File: src/hw/rtl/rds_pkg.sv
// ----------------------------------------------------------------------------
// rds_pkg
// Shared types and constants for the row delimiter splitter.
// ----------------------------------------------------------------------------
package rds_pkg;

    localparam int MAX_DELIM_DEFAULT   = 8;
    localparam int OFFSET_BITS_DEFAULT = 32;
    localparam int QUEUE_DEPTH         = 4;
    localparam int CFG_DATA_W          = 64;
    localparam int FIELD_W             = 32;

    localparam logic [CFG_DATA_W-1:0] DELIM_BYTES_RESET = 64'd10;
    localparam logic [3:0]            DELIM_LEN_RESET   = 4'd1;

    typedef enum logic {
        CFG_DELIM_BYTES  = 1'b0,
        CFG_DELIM_LENGTH = 1'b1
    } cfg_index_t;

    typedef enum logic [1:0] {
        KIND_RECORD         = 2'd0,
        KIND_END_COMPLETE   = 2'd1,
        KIND_END_INCOMPLETE = 2'd2
    } kind_t;

    typedef struct packed {
        kind_t              kind;
        logic [FIELD_W-1:0] start;
        logic [FIELD_W-1:0] length;
        logic               last;
    } result_t;

    // Results produced by one byte, oldest in res0.
    typedef struct packed {
        logic [1:0] count;
        result_t    res0;
        result_t    res1;
    } push_t;

endpackage

File: src/hw/rtl/row_delimiter_splitter_top.sv
// ----------------------------------------------------------------------------
// row_delimiter_splitter_top
// Splits a byte stream into records ended by a 1 to 8 byte delimiter and
// reports record start/length plus a summary at each buffer end.
// ----------------------------------------------------------------------------
//  channel | handshake            | payload
//  --------+----------------------+--------------------------------------------
//  cfg     | cfg_write            | cfg_index, cfg_data
//  in      | in_valid / in_ready  | data_byte, first_of_buffer, base_offset,
//          |                      | last_of_buffer, buffer_at_eof
//  out     | out_valid / out_ready| result_kind, record_start, record_length,
//          |                      | last_result
//
//  One byte per cycle while the queue has room; results go through the input
//  register and the queue. A byte yields 0, 1 or 2 results, two when it
//  closes a record on a buffer's last byte; the output drains one per cycle.
//  Rate is set by the 4-entry result queue and its single read port.
//  Reset clears the window, position and queue; no clearing pass is needed.
//  out_ready low fills the queue until it lacks room for two, then in_ready drops.
// ----------------------------------------------------------------------------
module row_delimiter_splitter_top #(
    parameter int MAX_DELIMITER_BYTES = rds_pkg::MAX_DELIM_DEFAULT,
    parameter int OFFSET_BITS         = rds_pkg::OFFSET_BITS_DEFAULT
) (
    input  logic                            clk,
    input  logic                            rst_n,
    input  logic                            cfg_write,
    input  logic                            cfg_index,
    input  logic [rds_pkg::CFG_DATA_W-1:0]  cfg_data,
    input  logic                            in_valid,
    output logic                            in_ready,
    input  logic [7:0]                      data_byte,
    input  logic                            first_of_buffer,
    input  logic [31:0]                     base_offset,
    input  logic                            last_of_buffer,
    input  logic                            buffer_at_eof,
    output logic                            out_valid,
    input  logic                            out_ready,
    output logic [1:0]                      result_kind,
    output logic [31:0]                     record_start,
    output logic [31:0]                     record_length,
    output logic                            last_result
);

    rds_pkg::push_t   push;
    rds_pkg::result_t head;
    logic             room;

    rds_core #(
        .MAX_DELIMITER_BYTES (MAX_DELIMITER_BYTES),
        .OFFSET_BITS         (OFFSET_BITS)
    ) u_core (
        .clk             (clk),
        .rst_n           (rst_n),
        .cfg_write       (cfg_write),
        .cfg_index       (cfg_index),
        .cfg_data        (cfg_data),
        .in_valid        (in_valid),
        .in_ready        (in_ready),
        .data_byte       (data_byte),
        .first_of_buffer (first_of_buffer),
        .base_offset     (base_offset),
        .last_of_buffer  (last_of_buffer),
        .buffer_at_eof   (buffer_at_eof),
        .room            (room),
        .push            (push)
    );

    rds_queue u_queue (
        .clk       (clk),
        .rst_n     (rst_n),
        .push      (push),
        .room      (room),
        .out_valid (out_valid),
        .out_ready (out_ready),
        .head      (head)
    );

    assign result_kind   = head.kind;
    assign record_start  = head.start;
    assign record_length = head.length;
    assign last_result   = head.last;

endmodule

File: src/hw/rtl/rds_core.sv
// ----------------------------------------------------------------------------
// rds_core
// Input register, delimiter window compare, position tracking and result
// generation for one byte per cycle while the result queue has room.
// ----------------------------------------------------------------------------
module rds_core #(
    parameter int MAX_DELIMITER_BYTES = rds_pkg::MAX_DELIM_DEFAULT,
    parameter int OFFSET_BITS         = rds_pkg::OFFSET_BITS_DEFAULT
) (
    input  logic                            clk,
    input  logic                            rst_n,
    input  logic                            cfg_write,
    input  logic                            cfg_index,
    input  logic [rds_pkg::CFG_DATA_W-1:0]  cfg_data,
    input  logic                            in_valid,
    output logic                            in_ready,
    input  logic [7:0]                      data_byte,
    input  logic                            first_of_buffer,
    input  logic [31:0]                     base_offset,
    input  logic                            last_of_buffer,
    input  logic                            buffer_at_eof,
    input  logic                            room,
    output rds_pkg::push_t                  push
);

    localparam int MD  = MAX_DELIMITER_BYTES;
    localparam int OW  = OFFSET_BITS;
    localparam int FW  = $clog2(MD + 1);
    localparam int WW  = MD * 8;
    localparam logic [OW-1:0] POS_MAX = '1;
    localparam logic [FW-1:0] FILL_MAX = FW'(MD);

    // configuration
    logic [rds_pkg::CFG_DATA_W-1:0] delim_reg;
    logic [3:0]                     dlen_reg;

    // input register
    logic        vld_reg;
    logic [7:0]  byte_reg;
    logic        first_reg;
    logic [31:0] base_reg;
    logic        last_reg;
    logic        eof_reg;

    // splitter state
    logic [WW-1:0] win_reg,   win_next;
    logic [FW-1:0] fill_reg,  fill_next;
    logic [OW-1:0] pos_reg,   pos_next;
    logic [OW-1:0] start_reg, start_next;

    logic          fire;
    logic [3:0]    len_eff;
    logic [63:0]   base_wide;
    logic [OW-1:0] pos0;
    logic [OW-1:0] start0;
    logic [WW-1:0] win0;
    logic [FW-1:0] fill0;
    logic [WW-1:0] window;
    logic [FW-1:0] fill1;
    logic [OW-1:0] next_pos;
    logic [OW-1:0] rec_len;
    logic          match;
    logic          close;
    logic [2:0]    lane;

    assign fire     = vld_reg && room;
    assign in_ready = !vld_reg || fire;

    always_ff @(posedge clk or negedge rst_n)
    begin
        if (!rst_n)
        begin
            delim_reg <= rds_pkg::DELIM_BYTES_RESET;
            dlen_reg  <= rds_pkg::DELIM_LEN_RESET;
        end
        else if (cfg_write)
        begin
            unique case (rds_pkg::cfg_index_t'(cfg_index))
                rds_pkg::CFG_DELIM_BYTES:  delim_reg <= cfg_data;
                rds_pkg::CFG_DELIM_LENGTH: dlen_reg  <= cfg_data[3:0];
                default:                   dlen_reg  <= dlen_reg;
            endcase
        end
    end

    always_ff @(posedge clk or negedge rst_n)
    begin
        if (!rst_n)
        begin
            vld_reg <= 1'b0;
        end
        else if (in_ready)
        begin
            vld_reg <= in_valid;
        end
    end

    always_ff @(posedge clk)
    begin
        if (in_ready && in_valid)
        begin
            byte_reg  <= data_byte;
            first_reg <= first_of_buffer;
            base_reg  <= base_offset;
            last_reg  <= last_of_buffer;
            eof_reg   <= buffer_at_eof;
        end
    end

    always_ff @(posedge clk or negedge rst_n)
    begin
        if (!rst_n)
        begin
            win_reg   <= '0;
            fill_reg  <= '0;
            pos_reg   <= '0;
            start_reg <= '0;
        end
        else if (fire)
        begin
            win_reg   <= win_next;
            fill_reg  <= fill_next;
            pos_reg   <= pos_next;
            start_reg <= start_next;
        end
    end

    // effective delimiter length: 0 acts as 1, anything past the window as max
    always_comb
    begin
        if (dlen_reg == 4'd0)
            len_eff = 4'd1;
        else if (32'(dlen_reg) > MD)
            len_eff = 4'(MD);
        else
            len_eff = dlen_reg;
    end

    // buffer start reloads position and clears the window
    always_comb
    begin
        base_wide = 64'(base_reg);
        if (first_reg)
        begin
            pos0   = (base_wide > 64'(POS_MAX)) ? POS_MAX : OW'(base_wide);
            start0 = pos0;
            win0   = '0;
            fill0  = '0;
        end
        else
        begin
            pos0   = pos_reg;
            start0 = start_reg;
            win0   = win_reg;
            fill0  = fill_reg;
        end
    end

    generate
        if (MD > 1)
        begin : g_shift
            assign window = {win0[WW-9:0], byte_reg};
        end
        else
        begin : g_single
            assign window = byte_reg;
        end
    endgenerate

    assign fill1    = (fill0 < FILL_MAX) ? fill0 + FW'(1) : FILL_MAX;
    assign next_pos = (pos0 != POS_MAX) ? pos0 + OW'(1) : POS_MAX;
    assign rec_len  = (next_pos >= start0) ? next_pos - start0 : '0;

    // newest window byte k pairs with delimiter byte len-1-k
    always_comb
    begin
        match = (4'(fill1) >= len_eff);
        lane  = '0;
        for (int k = 0; k < MD; k++)
        begin
            lane = 3'(len_eff - 4'd1 - 4'(k));
            if ((4'(k) < len_eff) &&
                (window[k*8 +: 8] != delim_reg[lane*8 +: 8]))
                match = 1'b0;
        end
    end

    assign close = match || (last_reg && eof_reg);

    always_comb
    begin
        win_next   = window;
        pos_next   = next_pos;
        start_next = close ? next_pos : start0;
        fill_next  = close ? '0 : fill1;
    end

    always_comb
    begin
        push            = '0;
        push.res0.start = 32'(start0);
        push.res0.length = 32'(rec_len);
        push.res1.kind  = rds_pkg::KIND_END_COMPLETE;
        push.res1.start = 32'(next_pos);
        push.res1.last  = 1'b1;
        if (fire)
        begin
            if (close && last_reg)
            begin
                // record (delimiter or trailing fragment at end of file) then summary
                push.count     = 2'd2;
                push.res0.kind = rds_pkg::KIND_RECORD;
            end
            else if (match)
            begin
                push.count     = 2'd1;
                push.res0.kind = rds_pkg::KIND_RECORD;
                push.res0.last = 1'b1;
            end
            else if (last_reg)
            begin
                // open fragment left unconsumed
                push.count       = 2'd1;
                push.res0.kind   = rds_pkg::KIND_END_INCOMPLETE;
                push.res0.length = '0;
                push.res0.last   = 1'b1;
            end
        end
    end

    a_fill_bound: assert property (@(posedge clk) disable iff (!rst_n)
        fill_reg <= FILL_MAX)
        else $error("window fill past delimiter capacity");

    a_eof_closes: assert property (@(posedge clk) disable iff (!rst_n)
        fire && last_reg && eof_reg |=> fill_reg == '0 && start_reg == pos_reg)
        else $error("end of file left an open record");

    a_pair_order: assert property (@(posedge clk) disable iff (!rst_n)
        push.count == 2'd2 |-> push.res0.kind == rds_pkg::KIND_RECORD &&
                               push.res1.kind == rds_pkg::KIND_END_COMPLETE)
        else $error("two results must be record then complete summary");

    a_no_push_idle: assert property (@(posedge clk) disable iff (!rst_n)
        !fire |-> push.count == 2'd0)
        else $error("results produced without a transaction");

endmodule

File: src/hw/rtl/rds_queue.sv
// ----------------------------------------------------------------------------
// rds_queue
// Small result queue: takes up to two results per cycle, hands out one while out_ready is high.
// ----------------------------------------------------------------------------
module rds_queue (
    input  logic             clk,
    input  logic             rst_n,
    input  rds_pkg::push_t   push,
    output logic             room,
    output logic             out_valid,
    input  logic             out_ready,
    output rds_pkg::result_t head
);

    localparam int DEPTH = rds_pkg::QUEUE_DEPTH;
    localparam int PW    = $clog2(DEPTH);
    localparam int CW    = $clog2(DEPTH + 1);

    rds_pkg::result_t mem_reg [DEPTH];
    logic [PW-1:0]    head_reg, head_next;
    logic [CW-1:0]    count_reg, count_next;
    logic [PW-1:0]    tail;
    logic             pop;

    assign out_valid = (count_reg != '0);
    assign pop       = out_valid && out_ready;
    assign room      = (count_reg <= CW'(DEPTH - 2));
    assign head      = mem_reg[head_reg];
    assign tail      = head_reg + PW'(count_reg);

    always_comb
    begin
        head_next  = pop ? head_reg + PW'(1) : head_reg;
        count_next = count_reg + CW'(push.count) - CW'(pop);
    end

    always_ff @(posedge clk or negedge rst_n)
    begin
        if (!rst_n)
        begin
            head_reg  <= '0;
            count_reg <= '0;
        end
        else
        begin
            head_reg  <= head_next;
            count_reg <= count_next;
        end
    end

    always_ff @(posedge clk)
    begin
        if (push.count != 2'd0)
            mem_reg[tail] <= push.res0;
        if (push.count == 2'd2)
            mem_reg[tail + PW'(1)] <= push.res1;
    end

    a_no_overflow: assert property (@(posedge clk) disable iff (!rst_n)
        push.count != 2'd0 |-> 32'(count_reg) + 32'(push.count) <= DEPTH)
        else $error("result queue overflow");

    a_count_step: assert property (@(posedge clk) disable iff (!rst_n)
        push.count == 2'd0 && pop |=> count_reg == $past(count_reg) - CW'(1))
        else $error("queue count lost track of a pop");

    a_last_at_end: assert property (@(posedge clk) disable iff (!rst_n)
        push.count == 2'd2 |-> !push.res0.last && push.res1.last)
        else $error("last_result misplaced in result pair");

endmodule
File: config.mk
export PLATFORM = sky130hd
export DESIGN_NAME = row_delimiter_splitter_top
export DESIGN_NICKNAME = d
export VERILOG_FILES = /design/src/hw/rtl/rds_pkg.sv /design/src/hw/rtl/row_delimiter_splitter_top.sv /design/src/hw/rtl/rds_core.sv /design/src/hw/rtl/rds_queue.sv
export SDC_FILE = /design/constraint.sdc
export NUM_CORES = 1
export LEC_CHECK = 0
export ABC_AREA = 0
export BUFFER_PORTS_ARGS = -buffer_cell sky130_fd_sc_hd__clkbuf_2
export CELL_PAD_IN_SITES_DETAIL_PLACEMENT = 1
export CELL_PAD_IN_SITES_GLOBAL_PLACEMENT = 1
export CORE_MARGIN = 8
export CORE_UTILIZATION = 50
export CTS_CLUSTER_DIAMETER = 40
export DETAILED_ROUTE_END_ITERATION = 8
export GPL_TIMING_DRIVEN = 0
export PLACE_DENSITY = 0.82
export SYNTH_ARGS = -nofsm -noshare
export SYNTH_HDL_FRONTEND = slang
export SYNTH_SLANG_ARGS = --single-unit
export TNS_END_PERCENT = 1
File: constraint.sdc
create_clock -name clk -period 19.8 [get_ports clk]
set_clock_uncertainty 0.2 [all_clocks]
set_input_delay 3.96 -clock clk [delete_from_list [all_inputs] [get_ports clk]]
set_output_delay 3.96 -clock clk [all_outputs]
set_load 0.1 [all_outputs]
# Yosys cells after proc, flatten, opt, wreduce, memory -nomap -nowiden
# Memories as Yosys holds them, arrays and structs flattened.
# Cells that the tools add are included.
[word_totals]
reg_bits = 241
ram_bits = 268
out_inout_bits = 69
elab_cells = 116
n_memories = 1
[op_classes]
n_addsub = 16
order_cmp = 13
eq_ne = 10
n_shift = 8
muxes = 32
n_bitwise = 1
reduce_logical = 21
[mem_list]
columns = ["memory", "depth", "word_bits", "rd", "rd_ports_with_merged_regs", "write_ports", "line_no", "rtl"]
rows = [
  ["u_queue.mem_reg", 4, 67, 1, 0, 2, "rds_queue.sv:19", "rds_pkg::result_t mem_reg [DEPTH];"],
]
[ops]
columns = ["cell", "count"]
rows = [
  ["variable part select 64 x 7 -> 8 bit", 8],
  ["2-to-1 mux 32 bit", 6],
  ["2-to-1 mux 33 bit", 3],
  ["inequality test 8 bit", 8],
  ["2-to-1 mux 56 bit", 1],
  ["adder 32 x 1 -> 32 bit (second input constant)", 1],
  [">= comparator 32 bit", 1],
  ["inequality test 32 bit (second input constant)", 1],
  ["subtractor 32 bit", 1],
  ["2-to-1 mux 4 bit", 7],
  ["< comparator 3 x 4 -> 1 bit (first input constant)", 4],
  ["logical AND 1 bit", 13],
  ["2-to-1 mux 1 bit", 13],
  ["subtractor 3 bit (second input constant)", 4],
  ["< comparator 1 x 4 -> 1 bit (first input constant)", 2],
  ["< comparator 2 x 4 -> 1 bit (first input constant)", 2],
  ["2-to-1 mux 3 bit", 2],
  ["subtractor 3 x 1 -> 3 bit (second input constant)", 2],
  ["subtractor 3 x 2 -> 3 bit (second input constant)", 2],
  ["adder 2 x 1 -> 2 bit (second input constant)", 2],
  ["adder 4 x 1 -> 4 bit (second input constant)", 1],
  [">= comparator 4 bit", 1],
  ["> comparator 4 bit (second input constant)", 1],
  ["logical NOT 4 bit", 1],
  ["other kinds (12)", 14],
]

# Longest topological paths before layout
# Gate-level depths: netlist (run 1).
[depth]
ltp_word = 22
mapped_depth = 34

# Modules after synthesis
# From an unflattened synthesis (run 1), not the netlist that was laid out.
[hier_totals]
cells_unflattened = 2458
area_unflattened_um2 = 30465.5
[modules_own_cells]
columns = ["module", "instances", "cells_each", "area_each_um2"]
rows = [
  ["rds_core", 1, 1772, 17179.0],
  ["rds_queue", 1, 686, 13286.5],
]

# Least setup slack after synthesis (run 1)
# OpenSTA, ideal clock, no wires.
[synth_timing]
kind = "flip-flop to flip-flop"
from = "reg u_core.first_reg"
to = "mem u_queue.mem_reg[1][25] in the netlist's numbering"
setup_ps = 117
arrival_ps = 7496
required_ps = 19483
path_slack_ps = 11987
stages_incl_launch_ff = 35
period_less_slack_ps = 7813
cell_sequence = "edfxtp_1 buf_1 clkbuf_1 buf_1 buf_1 clkbuf_1 buf_1 nand2_1 o21ai_0 ha_1 o21ai_0 nor3_1 nand3_1 or2_2 clkbuf_1 nor3_1 and2_1 clkbuf_1 buf_2 nor2_1 inv_1 ha_1 a21o_1 a21o_1 a21oi_1 a21boi_0 o21ai_0 a211oi_1 o21ai_0 a21oi_1 nor3b_1 nor3_1 nor3_2 buf_2 a22o_1"
[synth_lines]
columns = ["item", "line_no", "rtl"]
rows = [
  ["start, declared", "rds_core.sv:40", "logic first_reg;"],
  ["start signal, assigned", "rds_core.sv:103", "first_reg <= first_of_buffer;"],
  ["end, declared", "rds_queue.sv:19", ""],
]

==> results of run 1 <==
cell usage in the layout (no fill, tap or decap), types with 92 or more instances in the layout:
master                     count
sky130_fd_sc_hd__mux4_2      114
sky130_fd_sc_hd__nand2_1     229
sky130_fd_sc_hd__a22o_1      133
sky130_fd_sc_hd__o21ai_0     121
sky130_fd_sc_hd__mux2_2      129
sky130_fd_sc_hd__dfxtp_1     140
sky130_fd_sc_hd__mux2i_1     138
sky130_fd_sc_hd__dfrtp_1     195
sky130_fd_sc_hd__nor2_1       97
sky130_fd_sc_hd__o22ai_1     138
sky130_fd_sc_hd__clkbuf_1     92
sky130_fd_sc_hd__edfxtp_1    171
sky130_fd_sc_hd__clkbuf_2    180
cell families after synthesis:
group	after synthesis	share of synthesized area, %
xor+xnor	103	3.29
flops	509	47.1
simple gates	507	8.77
compound gates	601	14.9
buf+inv	235	3.92
fa+ha+maj	45	2.11
mux	385	19.9
tightest hold or removal path, stage by stage (launching register included):
cell and delay [ns]:
sky130_fd_sc_hd__dfxtp_1 0.30, sky130_fd_sc_hd__nand2_1 0.05, sky130_fd_sc_hd__a21oi_1 0.05
routing by layer:
| metal | wire [µm] | GRT usage, % | up-vias |
|---|---|---|---|
| met3 | 9400 | 7.17 | 269 |
| met2 | 47700 | 50.1 | 1374 |
| met1 | 40000 | 41.1 | 11900 |
| li1 | - | - | 9613 |
| met4 | 4340 | 13.9 | 2 |
| met5 | 13 | 0 | - |
cell type report:
type	count	area, µm²	area share (%)
clock inverter	58	613	1.90
sequential	509	12900	40.1
tap	704	881	2.74
inverter	68	258	0.801
multi-input combinational	1641	13400	41.7
buffer	167	816	2.53
clock buffer	101	2320	7.22
timing repair buffer	183	962	2.99
worst paths after layout:
kind | slack [ns] | cells past startpoint | to | start
max reg2reg | 7.24 | 34 | u_queue.mem_reg[3][28] | u_core.first_reg
min | 0.25 | 2 | u_queue.mem_reg[3][66] | u_queue.mem_reg[3][66]
min reg2reg | 0.25 | 2 | u_queue.mem_reg[3][66] | u_queue.mem_reg[3][66]
max | 7.24 | 34 | u_queue.mem_reg[3][28] | u_core.first_reg
min in group asynchronous | 3.20 | 1 | u_core.delim_reg[19] | rst_n
max in group asynchronous | 15.17 | 2 | u_core.win_reg[52] | rst_n
per-stage QoR:
stage / setup WS [ns] / instance area (µm²)
floorplan: 11.99 / 27400
global placement: 8.09 / 29200
detailed placement: 7.84 / 29200
CTS: 7.62 / 32200
global route: 6.90 / 32200
finish: 7.24 / 32200
power breakdown:
group          leakage, nW  internal, mW  switching, mW
Sequential            5.41          1.38          0.213
Combinational         6.39         0.923           2.07
Clock                 1.42         0.946          0.578
Total                 13.2          3.24           2.86
==> report_table.html, run 1 <==
<table>
<tr><th>Metric</th><th>Value</th></tr>
<tr><th colspan="2">Route</th></tr>
<tr><td>Routed via count</td><td>23,100</td></tr>
<tr><td>Average via count per standard cell</td><td>6.74</td></tr>
<tr><td>Detailed-routing iteration count for the pre-antenna-repair pass</td><td>5</td></tr>
<tr><td>Routed wire length</td><td>101,000 µm</td></tr>
<tr><td>Iter 0 DRT Violations</td><td>2,408</td></tr>
<tr><td>Number of nets with antenna violations after detailed routing</td><td>0</td></tr>
<tr><td>Routed wirelength normalized by instance count</td><td>29.6 µm</td></tr>
<tr><td>DRC viols</td><td>0</td></tr>
<tr><th colspan="2">Clock tree</th></tr>
<tr><td>CTS tree</td><td>built</td></tr>
<tr><td>Number of hold-repair buffers added at the cts stage</td><td>0</td></tr>
<tr><td>CTS Buffer Depth</td><td>3</td></tr>
<tr><td>Number of buffers added by the clock tree synthesis step</td><td>85</td></tr>
<tr><td>Number of levels in the clock H-tree</td><td>3</td></tr>
<tr><td>TritonCTS Sinks</td><td>509</td></tr>
<tr><td>Setup Fix Bufs, Post-CTS</td><td>0</td></tr>
<tr><td>Clock latency on the worst-skew pair</td><td>0.65 ns</td></tr>
<tr><td>Post-cts sizing count</td><td>0</td></tr>
<tr><td>Clock slew at reported path FFs</td><td>0.05 ns</td></tr>
<tr><td>Clock root cell</td><td>sky130_fd_sc_hd__clkbuf_16</td></tr>
<tr><th colspan="2">Synthesis</th></tr>
<tr><td>Unique masters post-synth</td><td>82</td></tr>
<tr><td>Proportion of netlist area held by the largest area contributor</td><td>18.7%</td></tr>
<tr><td>Combined area of all synthesized cells</td><td>27,400 µm²</td></tr>
<tr><td>Mapped Avg Cell Area</td><td>11.5 µm²</td></tr>
<tr><td>Count of synthesis-stage warnings from yosys</td><td>0</td></tr>
<tr><td>Gate count of the mapped netlist</td><td>2,385</td></tr>
<tr><td>Share of async-settable or async-resettable flops after synthesis</td><td>38.9%</td></tr>
<tr><td>Most instantiated library cell after synthesis</td><td>sky130_fd_sc_hd__nand2_1</td></tr>
<tr><td>Part of the Yosys area used for sequential elements</td><td>47.1%</td></tr>
<tr><td>Most instantiated flip-flop cell in the synthesis netlist</td><td>sky130_fd_sc_hd__dfrtp_1</td></tr>
<tr><td>Dominant cells by area after synthesis</td><td>sky130_fd_sc_hd__edfxtp_1 (19%), sky130_fd_sc_hd__dfrtp_1 (18%), sky130_fd_sc_hd__dfxtp_1 (10%), sky130_fd_sc_hd__mux4_2 (9.4%), sky130_fd_sc_hd__mux2_2 (5.3%)</td></tr>
<tr><td>Number of nets in the synthesized netlist</td><td>2,543</td></tr>
<tr><td>Cell taking the most area after synthesis</td><td>sky130_fd_sc_hd__edfxtp_1</td></tr>
<tr><td>Synth cell count leaders</td><td>sky130_fd_sc_hd__nand2_1 (229), sky130_fd_sc_hd__dfrtp_1 (195), sky130_fd_sc_hd__edfxtp_1 (171)</td></tr>
<tr><td>Number of storage elements in the synthesis netlist</td><td>509</td></tr>
<tr><td>Post-synth EDFFs</td><td>171</td></tr>
<tr><th colspan="2">Floorplanning</th></tr>
<tr><td>Site row count</td><td>86</td></tr>
<tr><td>Num ports</td><td>182</td></tr>
<tr><td>Standard cell core area</td><td>54,700 µm²</td></tr>
<tr><td>Initial core utilization</td><td>50.1%</td></tr>
<tr><td>Die Wd</td><td>250 µm</td></tr>
<tr><td>Die Ht</td><td>250 µm</td></tr>
<tr><td>Die ar.</td><td>62,600 µm²</td></tr>
<tr><th colspan="2">Placement</th></tr>
<tr><td>RD Place Congestion</td><td>0.959</td></tr>
<tr><td>IO Port Bufs</td><td>181</td></tr>
<tr><td>Detailed Place HPWL</td><td>72,500 µm</td></tr>
<tr><td>Cell count after placement</td><td>3,272</td></tr>
<tr><th colspan="2">Critical path</th></tr>
<tr><td>Critical setup path kind</td><td>reg -&gt; reg</td></tr>
<tr><td>Kind of cell with the highest combined delay on the critical path</td><td>buffers and inverters</td></tr>
<tr><td>Element type at the critical path start</td><td>flip-flop</td></tr>
<tr><td>Critical path's largest stage delay</td><td>0.71 ns</td></tr>
<tr><td>Highest net fanout along the worst path</td><td>10</td></tr>
<tr><td>Crit path DAT</td><td>12.87 ns</td></tr>
<tr><td>Kind of end point of the critical path</td><td>flip-flop</td></tr>
<tr><td>Count of buffer and inverter cells on the critical path</td><td>11</td></tr>
<tr><td>Critical path data required time</td><td>20.11 ns</td></tr>
<tr><td>Master of the slowest instance on the critical path</td><td>sky130_fd_sc_hd__buf_1</td></tr>
<tr><th colspan="2">STA</th></tr>
<tr><td>Peak Freq</td><td>79.6 MHz</td></tr>
<tr><td>Final Hold Slack</td><td>0.255 ns</td></tr>
<tr><td>Max-slew violation total from the final report</td><td>0</td></tr>
<tr><td>Final period util</td><td>63.4%</td></tr>
<tr><td>Worst-margin pin slew</td><td>1.36 ns</td></tr>
<tr><td>Normalized max-slew margin</td><td>8.60%</td></tr>
<tr><td>Number of endpoints with negative hold slack in the final report</td><td>0</td></tr>
<tr><td>Number of failing setup endpoints in the final timing report</td><td>0</td></tr>
<tr><td>Unrepaired setup endpoints after global routing</td><td>false</td></tr>
<tr><td>Min Clock Period, post-route</td><td>12.56 ns</td></tr>
<tr><td>Sum of negative setup slack</td><td>0 ns</td></tr>
<tr><th colspan="2">Finish</th></tr>
<tr><td>Fraction of final layout cells sized beyond drive strength 1</td><td>24.8%</td></tr>
<tr><td>Non-Filler Instances</td><td>3,431</td></tr>
<tr><td>Inserted Diodes</td><td>0</td></tr>
<tr><td>Fill cell instance count of the final layout</td><td>5,658</td></tr>
<tr><td>Util after Layout</td><td>58.9%</td></tr>
<tr><td>Net count reported at finish</td><td>2,813</td></tr>
<tr><td>Max FFs per register</td><td>268</td></tr>
<tr><td>Area grow syn2layout</td><td>17.4%</td></tr>
<tr><th colspan="2">Global routing</th></tr>
<tr><td>Total global routing overflow</td><td>0</td></tr>
<tr><td>Wire length of the first global-routing pass</td><td>153,000 µm</td></tr>
<tr><td>Via count of the first global-routing pass</td><td>24,400</td></tr>
<tr><td>Initial antenna violation count</td><td>1</td></tr>
<tr><td>Pin count of the biggest net entering global routing</td><td>110</td></tr>
<tr><td>Global Route Usage Sum</td><td>31.5%</td></tr>
<tr><th colspan="2">Power</th></tr>
<tr><td>Peak supply drop</td><td>0.120 mV</td></tr>
<tr><td>Total power of the final layout</td><td>6.11 mW</td></tr>
<tr><td>LEAKAGE</td><td>13.2 nW</td></tr>
<tr><td>Power per cell area</td><td>190 nW/µm²</td></tr>
<tr><th colspan="2">Outcome</th></tr>
<tr><td>Outcome</td><td>complete, no violations</td></tr>
<tr><th colspan="2">Hold path</th></tr>
<tr><td>Worst min-delay path class</td><td>reg -&gt; reg</td></tr>
<tr><th colspan="2">Flow run</th></tr>
<tr><td>Max_cap viols</td><td>0</td></tr>
</table>
(Power assumes the default switching activity.)
==> run 2, diff against run 1 <==
--- a/config.mk
+++ b/config.mk
@@ -10,11 +10,11 @@
 export CELL_PAD_IN_SITES_DETAIL_PLACEMENT = 1
 export CELL_PAD_IN_SITES_GLOBAL_PLACEMENT = 1
 export CORE_MARGIN = 8
-export CORE_UTILIZATION = 50
+export CORE_UTILIZATION = 45
 export CTS_CLUSTER_DIAMETER = 40
 export DETAILED_ROUTE_END_ITERATION = 8
 export GPL_TIMING_DRIVEN = 0
-export PLACE_DENSITY = 0.82
+export PLACE_DENSITY = 0.78
 export SYNTH_ARGS = -nofsm -noshare
 export SYNTH_HDL_FRONTEND = slang
 export SYNTH_SLANG_ARGS = --single-unit
==> constraint.sdc (replaced) <==
create_clock -name clk -period 10.7 [get_ports clk]
set_clock_uncertainty 0.2 [all_clocks]
set_input_delay 2.14 -clock clk [delete_from_list [all_inputs] [get_ports clk]]
set_output_delay 2.14 -clock clk [all_outputs]
set_load 0.1 [all_outputs]
==> run 2 against run 1 <==
  * Register-to-register slack got worse by 6.7 ns
  * Core utilization down 5.2 points
  * Largest power group unchanged
  * Critical endpoint is now u_queue.mem_reg[1][27]
  * Critical path type unchanged
  * Clock power is 87% higher
  * Highest routed layer unchanged
  * Design area grew 0.56%
  * Largest cell class unchanged
  * Die area up 10%
  * Maximum frequency is 23% higher
==> report_table.html, run 2 (synthesized netlist as in run 1, its figures left out) <==
<table>
<tr><th>Metric</th><th>Value</th></tr>
<tr><th colspan="2">STA</th></tr>
<tr><td>Number of failing setup endpoints in the final timing report</td><td>0 (unchanged)</td></tr>
<tr><td>Max-slew violation total from the final report</td><td>0 (unchanged)</td></tr>
<tr><td>Number of endpoints with negative hold slack in the final report</td><td>0 (unchanged)</td></tr>
<tr><td>Final critical-path setup slack</td><td>0.490 ns (-6.75 ns)</td></tr>
<tr><td>Min Clock Period, post-route</td><td>10.21 ns (-2.35 ns)</td></tr>
<tr><td>Unrepaired setup endpoints after global routing</td><td>false</td></tr>
<tr><td>Final period util</td><td>95.4% (+32 points)</td></tr>
<tr><td>Sum of negative setup slack</td><td>0 ns (unchanged)</td></tr>
<tr><td>Peak Freq</td><td>97.9 MHz (+23%)</td></tr>
<tr><td>Normalized max-slew margin</td><td>11.5% (+2.9 points)</td></tr>
<tr><td>Worst-margin pin slew</td><td>1.32 ns (-0.0429 ns)</td></tr>
<tr><td>Final Hold Slack</td><td>0.269 ns (+0.0144 ns)</td></tr>
<tr><th colspan="2">Clock tree</th></tr>
<tr><td>Number of levels in the clock H-tree</td><td>3 (unchanged)</td></tr>
<tr><td>TritonCTS Sinks</td><td>509 (unchanged)</td></tr>
<tr><td>Clock slew at reported path FFs</td><td>0.05 ns (about the same)</td></tr>
<tr><td>CTS Buffer Depth</td><td>3 (unchanged)</td></tr>
<tr><td>Setup Fix Bufs, Post-CTS</td><td>0 (unchanged)</td></tr>
<tr><td>CTS tree</td><td>built</td></tr>
<tr><td>Clock latency on the worst-skew pair</td><td>0.66 ns (about the same)</td></tr>
<tr><td>Number of buffers added by the clock tree synthesis step</td><td>88 (+3.5%)</td></tr>
<tr><td>Clock root cell</td><td>sky130_fd_sc_hd__clkbuf_16</td></tr>
<tr><th colspan="2">Route</th></tr>
<tr><td>Iter 0 DRT Violations</td><td>1,832 (-24%)</td></tr>
<tr><td>Routed wire length</td><td>99,000 µm (-2.4%)</td></tr>
<tr><td>Detailed-routing iteration count for the pre-antenna-repair pass</td><td>6 (+1)</td></tr>
<tr><td>Number of nets with antenna violations after detailed routing</td><td>0 (unchanged)</td></tr>
<tr><td>Routed wirelength normalized by instance count</td><td>28.2 µm (-4.7%)</td></tr>
<tr><td>Average via count per standard cell</td><td>6.40 (-5.1%)</td></tr>
<tr><td>Routed via count</td><td>22,500 (-2.8%)</td></tr>
<tr><td>DRC viols</td><td>0 (unchanged)</td></tr>
<tr><th colspan="2">Finish</th></tr>
<tr><td>Inserted Diodes</td><td>0 (unchanged)</td></tr>
<tr><td>Fill cell instance count of the final layout</td><td>6,240 (+10%)</td></tr>
<tr><td>Area grow syn2layout</td><td>18.1%</td></tr>
<tr><td>Leading cell type in the layout, fill and taps excluded</td><td>sky130_fd_sc_hd__nand2_1</td></tr>
<tr><td>Commonest cells after routing, fill and taps aside</td><td>sky130_fd_sc_hd__nand2_1 (229), sky130_fd_sc_hd__dfrtp_1 (195), sky130_fd_sc_hd__clkbuf_2 (181)</td></tr>
<tr><td>Net count reported at finish</td><td>2,815 (+0.071%)</td></tr>
<tr><td>Max FFs per register</td><td>268 (unchanged)</td></tr>
<tr><td>Fraction of final layout cells sized beyond drive strength 1</td><td>24.9% (+0.17 points)</td></tr>
<tr><td>Footprint of the multi-input gates</td><td>13,400 µm² (about the same)</td></tr>
<tr><td>Register area</td><td>12,900 µm² (unchanged)</td></tr>
<tr><th colspan="2">Power</th></tr>
<tr><td>Peak supply drop</td><td>0.156 mV (+30%)</td></tr>
<tr><td>Power per cell area</td><td>348 nW/µm² (+83%)</td></tr>
<tr><td>LEAKAGE</td><td>13.3 nW (+0.50%)</td></tr>
<tr><th colspan="2">Critical path</th></tr>
<tr><td>Kind of end point of the critical path</td><td>flip-flop</td></tr>
<tr><td>Cell seen most often among critical-path stages</td><td>sky130_fd_sc_hd__buf_2</td></tr>
<tr><td>Master of the slowest instance on the critical path</td><td>sky130_fd_sc_hd__edfxtp_1</td></tr>
<tr><td>Critical path's largest stage delay</td><td>0.50 ns (-0.21 ns)</td></tr>
<tr><td>Kind of cell with the highest combined delay on the critical path</td><td>buffers and inverters</td></tr>
<tr><td>Crit path DAT</td><td>10.54 ns (-2.33 ns)</td></tr>
<tr><td>Critical setup path kind</td><td>reg -&gt; reg</td></tr>
<tr><td>Element type at the critical path start</td><td>flip-flop</td></tr>
<tr><td>Number of cells traversed by the worst register-to-register path</td><td>33 (-2.9%)</td></tr>
<tr><td>Critical path data required time</td><td>11.03 ns (-9.08 ns)</td></tr>
<tr><td>Highest net fanout along the worst path</td><td>19 (+9)</td></tr>
<tr><td>Levels on crit path</td><td>33 (-2.9%)</td></tr>
<tr><td>Count of buffer and inverter cells on the critical path</td><td>10 (-1)</td></tr>
<tr><th colspan="2">Global routing</th></tr>
<tr><td>Pin count of the biggest net entering global routing</td><td>104 (-5.5%)</td></tr>
<tr><td>Wire length of the first global-routing pass</td><td>150,000 µm (-1.5%)</td></tr>
<tr><td>Total global routing overflow</td><td>0 (unchanged)</td></tr>
<tr><td>Via count of the first global-routing pass</td><td>24,000 (-1.8%)</td></tr>
<tr><td>Global Route Usage Sum</td><td>28.0% (-3.5 points)</td></tr>
<tr><td>Initial antenna violation count</td><td>2 (+1)</td></tr>
<tr><th colspan="2">Hold path</th></tr>
<tr><td>Instance count along the most critical hold path</td><td>2 (unchanged)</td></tr>
<tr><td>Worst min-delay path class</td><td>reg -&gt; reg</td></tr>
<tr><th colspan="2">Flow run</th></tr>
<tr><td>Max_cap viols</td><td>0 (unchanged)</td></tr>
<tr><th colspan="2">Placement</th></tr>
<tr><td>Placement-stage worst setup slack</td><td>-1.41 ns (-9.25 ns)</td></tr>
<tr><td>Detailed Place HPWL</td><td>72,200 µm (-0.45%)</td></tr>
<tr><td>IO Port Bufs</td><td>181 (unchanged)</td></tr>
<tr><td>RD Place Congestion</td><td>0.921 (-3.9%)</td></tr>
<tr><th colspan="2">Floorplanning</th></tr>
<tr><td>Num ports</td><td>182 (unchanged)</td></tr>
<tr><td>Standard cell core area</td><td>60,200 µm² (+10%)</td></tr>
<tr><td>Die ar.</td><td>69,000 µm² (+10%)</td></tr>
<tr><td>Initial core utilization</td><td>45.5% (-4.6 points)</td></tr>
<tr><td>Die Wd</td><td>263 µm (+5.1%)</td></tr>
<tr><td>Die Ht</td><td>263 µm (+5.1%)</td></tr>
<tr><td>Site row count</td><td>90 (+4.7%)</td></tr>
<tr><th colspan="2">Outcome</th></tr>
<tr><td>Outcome</td><td>complete, no violations</td></tr>
</table>
==> run 2: cell types whose count changed in the layout (fill, tap and decap cells not counted), moves of 3 or more <==
cell / previous run / this run
sky130_fd_sc_hd__clkinv_16: 0 / 3
sky130_fd_sc_hd__clkinvlp_4: 10 / 5
sky130_fd_sc_hd__inv_6: 16 / 11
sky130_fd_sc_hd__clkinv_2: 11 / 14
sky130_fd_sc_hd__buf_2: 43 / 46
sky130_fd_sc_hd__inv_4: 1 / 5
sky130_fd_sc_hd__clkinv_1: 1 / 6
sky130_fd_sc_hd__buf_1: 22 / 18
sky130_fd_sc_hd__clkbuf_8: 4 / 7
==> run 2: power breakdown <==
group | switching, mW | internal (mW)
clock | 1.09 | 1.75
combinational | 3.77 | 1.70
sequential | 0.391 | 2.55
total | 5.25 | 6.00
==> run 2: worst paths after layout <==
path / startpoint / end / slack, ns
worst max-delay path: u_core.first_reg / u_queue.mem_reg[1][27] / 0.49
worst min-delay path: u_core.win_reg[2] / u_core.win_reg[2] / 0.27
worst max register to register: u_core.first_reg / u_queue.mem_reg[1][27] / 0.49
worst min register to register: u_core.win_reg[2] / u_core.win_reg[2] / 0.27
max in group asynchronous: rst_n / u_core.pos_reg[19] / 7.84
min in group asynchronous: rst_n / u_core.delim_reg[43] / 1.40
==> run 2: worst register-to-register path, delay by kind of cell, from the launching register on <==
| family | cells | cell delay [ns] |
|---|---|---|
| compound gates | 11 | 2.95 |
| flops | 1 | 0.50 |
| simple gates | 10 | 2.65 |
| buf+inv | 10 | 3.24 |
| fa+ha+maj | 2 | 0.57 |
==> run 2: area by class of cell <==
class / count / share of cell area, %
Clock inverter: 61 / 2.06
Sequential cell: 509 / 39.8
Inverter: 68 / 0.796
Timing Repair Buffer: 183 / 2.97
Tap cell: 782 / 3.02
Multi-Input combinational cell: 1641 / 41.5
Buffer: 166 / 2.54
Clock buffer: 104 / 7.24
==> run 2: timing repair <==
item	4_1_cts	5_1_grt
gates resized for setup	6	3
endpoints found under the setup margin	128	128
hold buffers	0	0
==> run 2: layer usage <==
metal / GRT usage [%] / vias to the layer above / routed length (µm)
met5: 0 / - / 12
met4: 10.6 / 2 / 3790
met3: 5.58 / 237 / 7470
met2: 45.5 / 1020 / 46800
met1: 36.7 / 11600 / 40900
li1: - / 9615 / -
==> run 2: metrics by stage <==
step | cell area [µm²] | instances | util (%) | power [mW]
6_report | 32400 | 3514 | 53.7 | 11.3
2_1_floorplan | 27400 | 2385 | - | 6.70
5_1_grt | 32400 | 3514 | 53.7 | 11.7
3_5_place_dp | 29300 | 3350 | 48.7 | 8.27
3_3_place_gp | 29300 | 3348 | 48.6 | 8.03
4_1_cts | 32400 | 3515 | 53.7 | 11.2
==> run 3, diff against run 2 <==
--- a/config.mk
+++ b/config.mk
@@ -14,7 +14,7 @@
 export CTS_CLUSTER_DIAMETER = 40
 export DETAILED_ROUTE_END_ITERATION = 8
 export GPL_TIMING_DRIVEN = 0
-export PLACE_DENSITY = 0.78
+export PLACE_DENSITY_LB_ADDON = 0.1
 export SYNTH_ARGS = -nofsm -noshare
 export SYNTH_HDL_FRONTEND = slang
 export SYNTH_SLANG_ARGS = --single-unit
==> run 3 against run 2 <==
  * Sequential power about the same
  * Worst hold slack worse by 0.0082 ns
  * Cell count unchanged
  * Core utilization up 0.33 points
  * Sequential share of layout area down 0.25 points
  * Combinational power up 1%
  * Setup slack worse by 0.041 ns
  * Die area unchanged
  * Global-route usage down 0.37 points
==> report_table.html, run 3 (synthesized netlist as in run 1, its figures left out) <==
<table>
<tr><th>Metric</th><th>Value</th></tr>
<tr><th colspan="2">Outcome</th></tr>
<tr><td>Outcome</td><td>complete, no violations</td></tr>
<tr><th colspan="2">Clock tree</th></tr>
<tr><td>Clock root cell</td><td>sky130_fd_sc_hd__clkbuf_16</td></tr>
<tr><td>Number of levels in the clock H-tree</td><td>3 (unchanged)</td></tr>
<tr><td>Setup Fix Bufs, Post-CTS</td><td>0 (unchanged)</td></tr>
<tr><td>Number of buffers added by the clock tree synthesis step</td><td>88 (unchanged)</td></tr>
<tr><td>TritonCTS Sinks</td><td>509 (unchanged)</td></tr>
<tr><td>Clock latency on the worst-skew pair</td><td>0.65 ns (about the same)</td></tr>
<tr><td>CTS tree</td><td>built</td></tr>
<tr><td>CTS Buffer Depth</td><td>3 (unchanged)</td></tr>
<tr><td>Clock slew at reported path FFs</td><td>0.05 ns (about the same)</td></tr>
<tr><th colspan="2">Finish</th></tr>
<tr><td>Commonest cells after routing, fill and taps aside</td><td>sky130_fd_sc_hd__nand2_1 (229), sky130_fd_sc_hd__dfrtp_1 (195), sky130_fd_sc_hd__clkbuf_2 (182)</td></tr>
<tr><td>Inserted Diodes</td><td>0 (unchanged)</td></tr>
<tr><td>Leading cell type in the layout, fill and taps excluded</td><td>sky130_fd_sc_hd__nand2_1</td></tr>
<tr><td>Fraction of final layout cells sized beyond drive strength 1</td><td>25.0% (+0.037 points)</td></tr>
<tr><td>Area of all placed cells without fillers</td><td>32,600 µm² (+0.62%)</td></tr>
<tr><td>Net count reported at finish</td><td>2,815 (unchanged)</td></tr>
<tr><td>Util after Layout</td><td>54.1% (+0.33 points)</td></tr>
<tr><td>Non-Filler Instances</td><td>3,514 (unchanged)</td></tr>
<tr><td>Max FFs per register</td><td>268 (unchanged)</td></tr>
<tr><td>Area grow syn2layout</td><td>18.8%</td></tr>
<tr><th colspan="2">Floorplanning</th></tr>
<tr><td>Die Ht</td><td>263 µm (unchanged)</td></tr>
<tr><td>Site row count</td><td>90 (unchanged)</td></tr>
<tr><td>Standard cell core area</td><td>60,200 µm² (unchanged)</td></tr>
<tr><td>Die ar.</td><td>69,000 µm² (unchanged)</td></tr>
<tr><td>Die Wd</td><td>263 µm (unchanged)</td></tr>
<tr><td>Num ports</td><td>182 (unchanged)</td></tr>
<tr><td>Initial core utilization</td><td>45.5% (unchanged)</td></tr>
<tr><th colspan="2">Critical path</th></tr>
<tr><td>Critical setup path kind</td><td>reg -&gt; reg</td></tr>
<tr><td>Critical path's largest stage delay</td><td>0.53 ns (+0.03 ns)</td></tr>
<tr><td>Crit path DAT</td><td>10.59 ns (+0.05 ns)</td></tr>
<tr><td>Element type at the critical path start</td><td>flip-flop</td></tr>
<tr><td>Cell seen most often among critical-path stages</td><td>sky130_fd_sc_hd__o21ai_0</td></tr>
<tr><td>Master of the slowest instance on the critical path</td><td>sky130_fd_sc_hd__a21boi_0</td></tr>
<tr><td>Highest net fanout along the worst path</td><td>19 (unchanged)</td></tr>
<tr><td>Critical path data required time</td><td>11.04 ns (about the same)</td></tr>
<tr><td>Kind of end point of the critical path</td><td>flip-flop</td></tr>
<tr><th colspan="2">Placement</th></tr>
<tr><td>RD Place Congestion</td><td>0.943 (+2.4%)</td></tr>
<tr><td>Placement-stage worst setup slack</td><td>-0.962 ns (+0.446 ns)</td></tr>
<tr><td>Detailed Place HPWL</td><td>72,800 µm (+0.84%)</td></tr>
<tr><td>Placed standard-cell area</td><td>29,300 µm² (unchanged)</td></tr>
<tr><td>Cell count after placement</td><td>3,350 (unchanged)</td></tr>
<tr><td>IO Port Bufs</td><td>181 (unchanged)</td></tr>
<tr><th colspan="2">STA</th></tr>
<tr><td>Peak Freq</td><td>97.5 MHz (-0.40%)</td></tr>
<tr><td>Unrepaired setup endpoints after global routing</td><td>false</td></tr>
<tr><td>Final critical-path setup slack</td><td>0.449 ns (-0.0408 ns)</td></tr>
<tr><td>Min Clock Period, post-route</td><td>10.25 ns (+0.0408 ns)</td></tr>
<tr><td>Worst-margin pin slew</td><td>1.36 ns (+0.0396 ns)</td></tr>
<tr><td>Number of endpoints with negative hold slack in the final report</td><td>0 (unchanged)</td></tr>
<tr><td>Max-slew violation total from the final report</td><td>0 (unchanged)</td></tr>
<tr><td>Normalized max-slew margin</td><td>8.82% (-2.7 points)</td></tr>
<tr><td>Number of failing setup endpoints in the final timing report</td><td>0 (unchanged)</td></tr>
<tr><td>Final period util</td><td>95.8% (+0.38 points)</td></tr>
<tr><td>Sum of negative setup slack</td><td>0 ns (unchanged)</td></tr>
<tr><td>Final Hold Slack</td><td>0.261 ns (-0.00818 ns)</td></tr>
<tr><th colspan="2">Route</th></tr>
<tr><td>Routed wirelength normalized by instance count</td><td>27.9 µm (-0.87%)</td></tr>
<tr><td>Iter 0 DRT Violations</td><td>2,071 (+13%)</td></tr>
<tr><td>Average via count per standard cell</td><td>6.33 (-1.1%)</td></tr>
<tr><td>DRC viols</td><td>0 (unchanged)</td></tr>
<tr><td>Detailed-routing iteration count for the pre-antenna-repair pass</td><td>5 (-1)</td></tr>
<tr><td>Routed via count</td><td>22,200 (-1.1%)</td></tr>
<tr><td>Number of nets with antenna violations after detailed routing</td><td>0 (unchanged)</td></tr>
<tr><td>Routed wire length</td><td>98,100 µm (-0.87%)</td></tr>
<tr><th colspan="2">Global routing</th></tr>
<tr><td>Initial antenna violation count</td><td>1 (-1)</td></tr>
<tr><td>Total global routing overflow</td><td>0 (unchanged)</td></tr>
<tr><td>Via count of the first global-routing pass</td><td>23,400 (-2.2%)</td></tr>
<tr><td>Wire length of the first global-routing pass</td><td>148,000 µm (-1.6%)</td></tr>
<tr><td>Pin count of the biggest net entering global routing</td><td>101 (-2.9%)</td></tr>
<tr><td>Global Route Usage Sum</td><td>27.6% (-0.37 points)</td></tr>
<tr><th colspan="2">Flow run</th></tr>
<tr><td>Max_cap viols</td><td>0 (unchanged)</td></tr>
<tr><th colspan="2">Hold path</th></tr>
<tr><td>Worst min-delay path class</td><td>reg -&gt; reg</td></tr>
<tr><th colspan="2">Power</th></tr>
<tr><td>Total power of the final layout</td><td>11.5 mW (+2.2%)</td></tr>
<tr><td>LEAKAGE</td><td>13.4 nW (+0.61%)</td></tr>
<tr><td>Peak supply drop</td><td>0.160 mV (+2.6%)</td></tr>
<tr><td>Power per cell area</td><td>353 nW/µm² (+1.6%)</td></tr>
</table>
-- run 3: timing repair --
action,in CTS,in global routing
cloned,0,0
endpoints found under the setup margin,128,128
gates resized for setup,3,3
hold buffers,0,0
-- run 3: final cells by class --
type | instances | area [µm²]
fill | 6295 | 27700
multi-input combinational | 1641 | 13400
sequential | 509 | 12900
clock buffer | 110 | 2450
tap | 782 | 978
timing repair buffer | 183 | 962
buffer | 166 | 820
clock inverter | 55 | 764
inverter | 68 | 258
-- run 3: path summary, 6_finish.rpt --
path	endpoint	start	slack, ns	depth (start not counted)
worst min register to register	u_queue.mem_reg[0][65]	u_queue.mem_reg[0][65]	0.26	2
min in group asynchronous	u_core.delim_reg[43]	rst_n	1.39	1
max in group asynchronous	u_core.pos_reg[21]	rst_n	7.89	2
worst max-delay path	u_queue.mem_reg[3][7]	u_core.first_reg	0.45	33
worst min-delay path	u_queue.mem_reg[0][65]	u_queue.mem_reg[0][65]	0.26	2
worst max register to register	u_queue.mem_reg[3][7]	u_core.first_reg	0.45	33
-- run 3: worst max-delay path, delay by kind of cell, from the launching register on --
family                   cells  cell delay (ns)
AO/OA/AOI/OAI               11             2.92
adder cells (fa/ha/maj)      2             0.54
buffers and inverters       10             3.41
flip-flops                   1             0.50
AND/OR/NAND/NOR             10             2.54
-- run 3: report_power, final --
group | total (mW) | internal [mW] | switching (mW)
Clock | 3.02 | 1.92 | 1.09
Sequential | 2.93 | 2.55 | 0.381
Combinational | 5.55 | 1.70 | 3.85
Total | 11.5 | 6.17 | 5.32
-- run 3: layer usage --
layer	wire (µm)	vias to the layer above	track usage [%]	share of wire, %
li1	-	9606	-	-
met1	41900	11600	37.0	43
met2	46600	838	45.0	48
met3	6930	181	5.55	7.1
met4	2610	0	8.37	2.7
met5	0	-	0	0
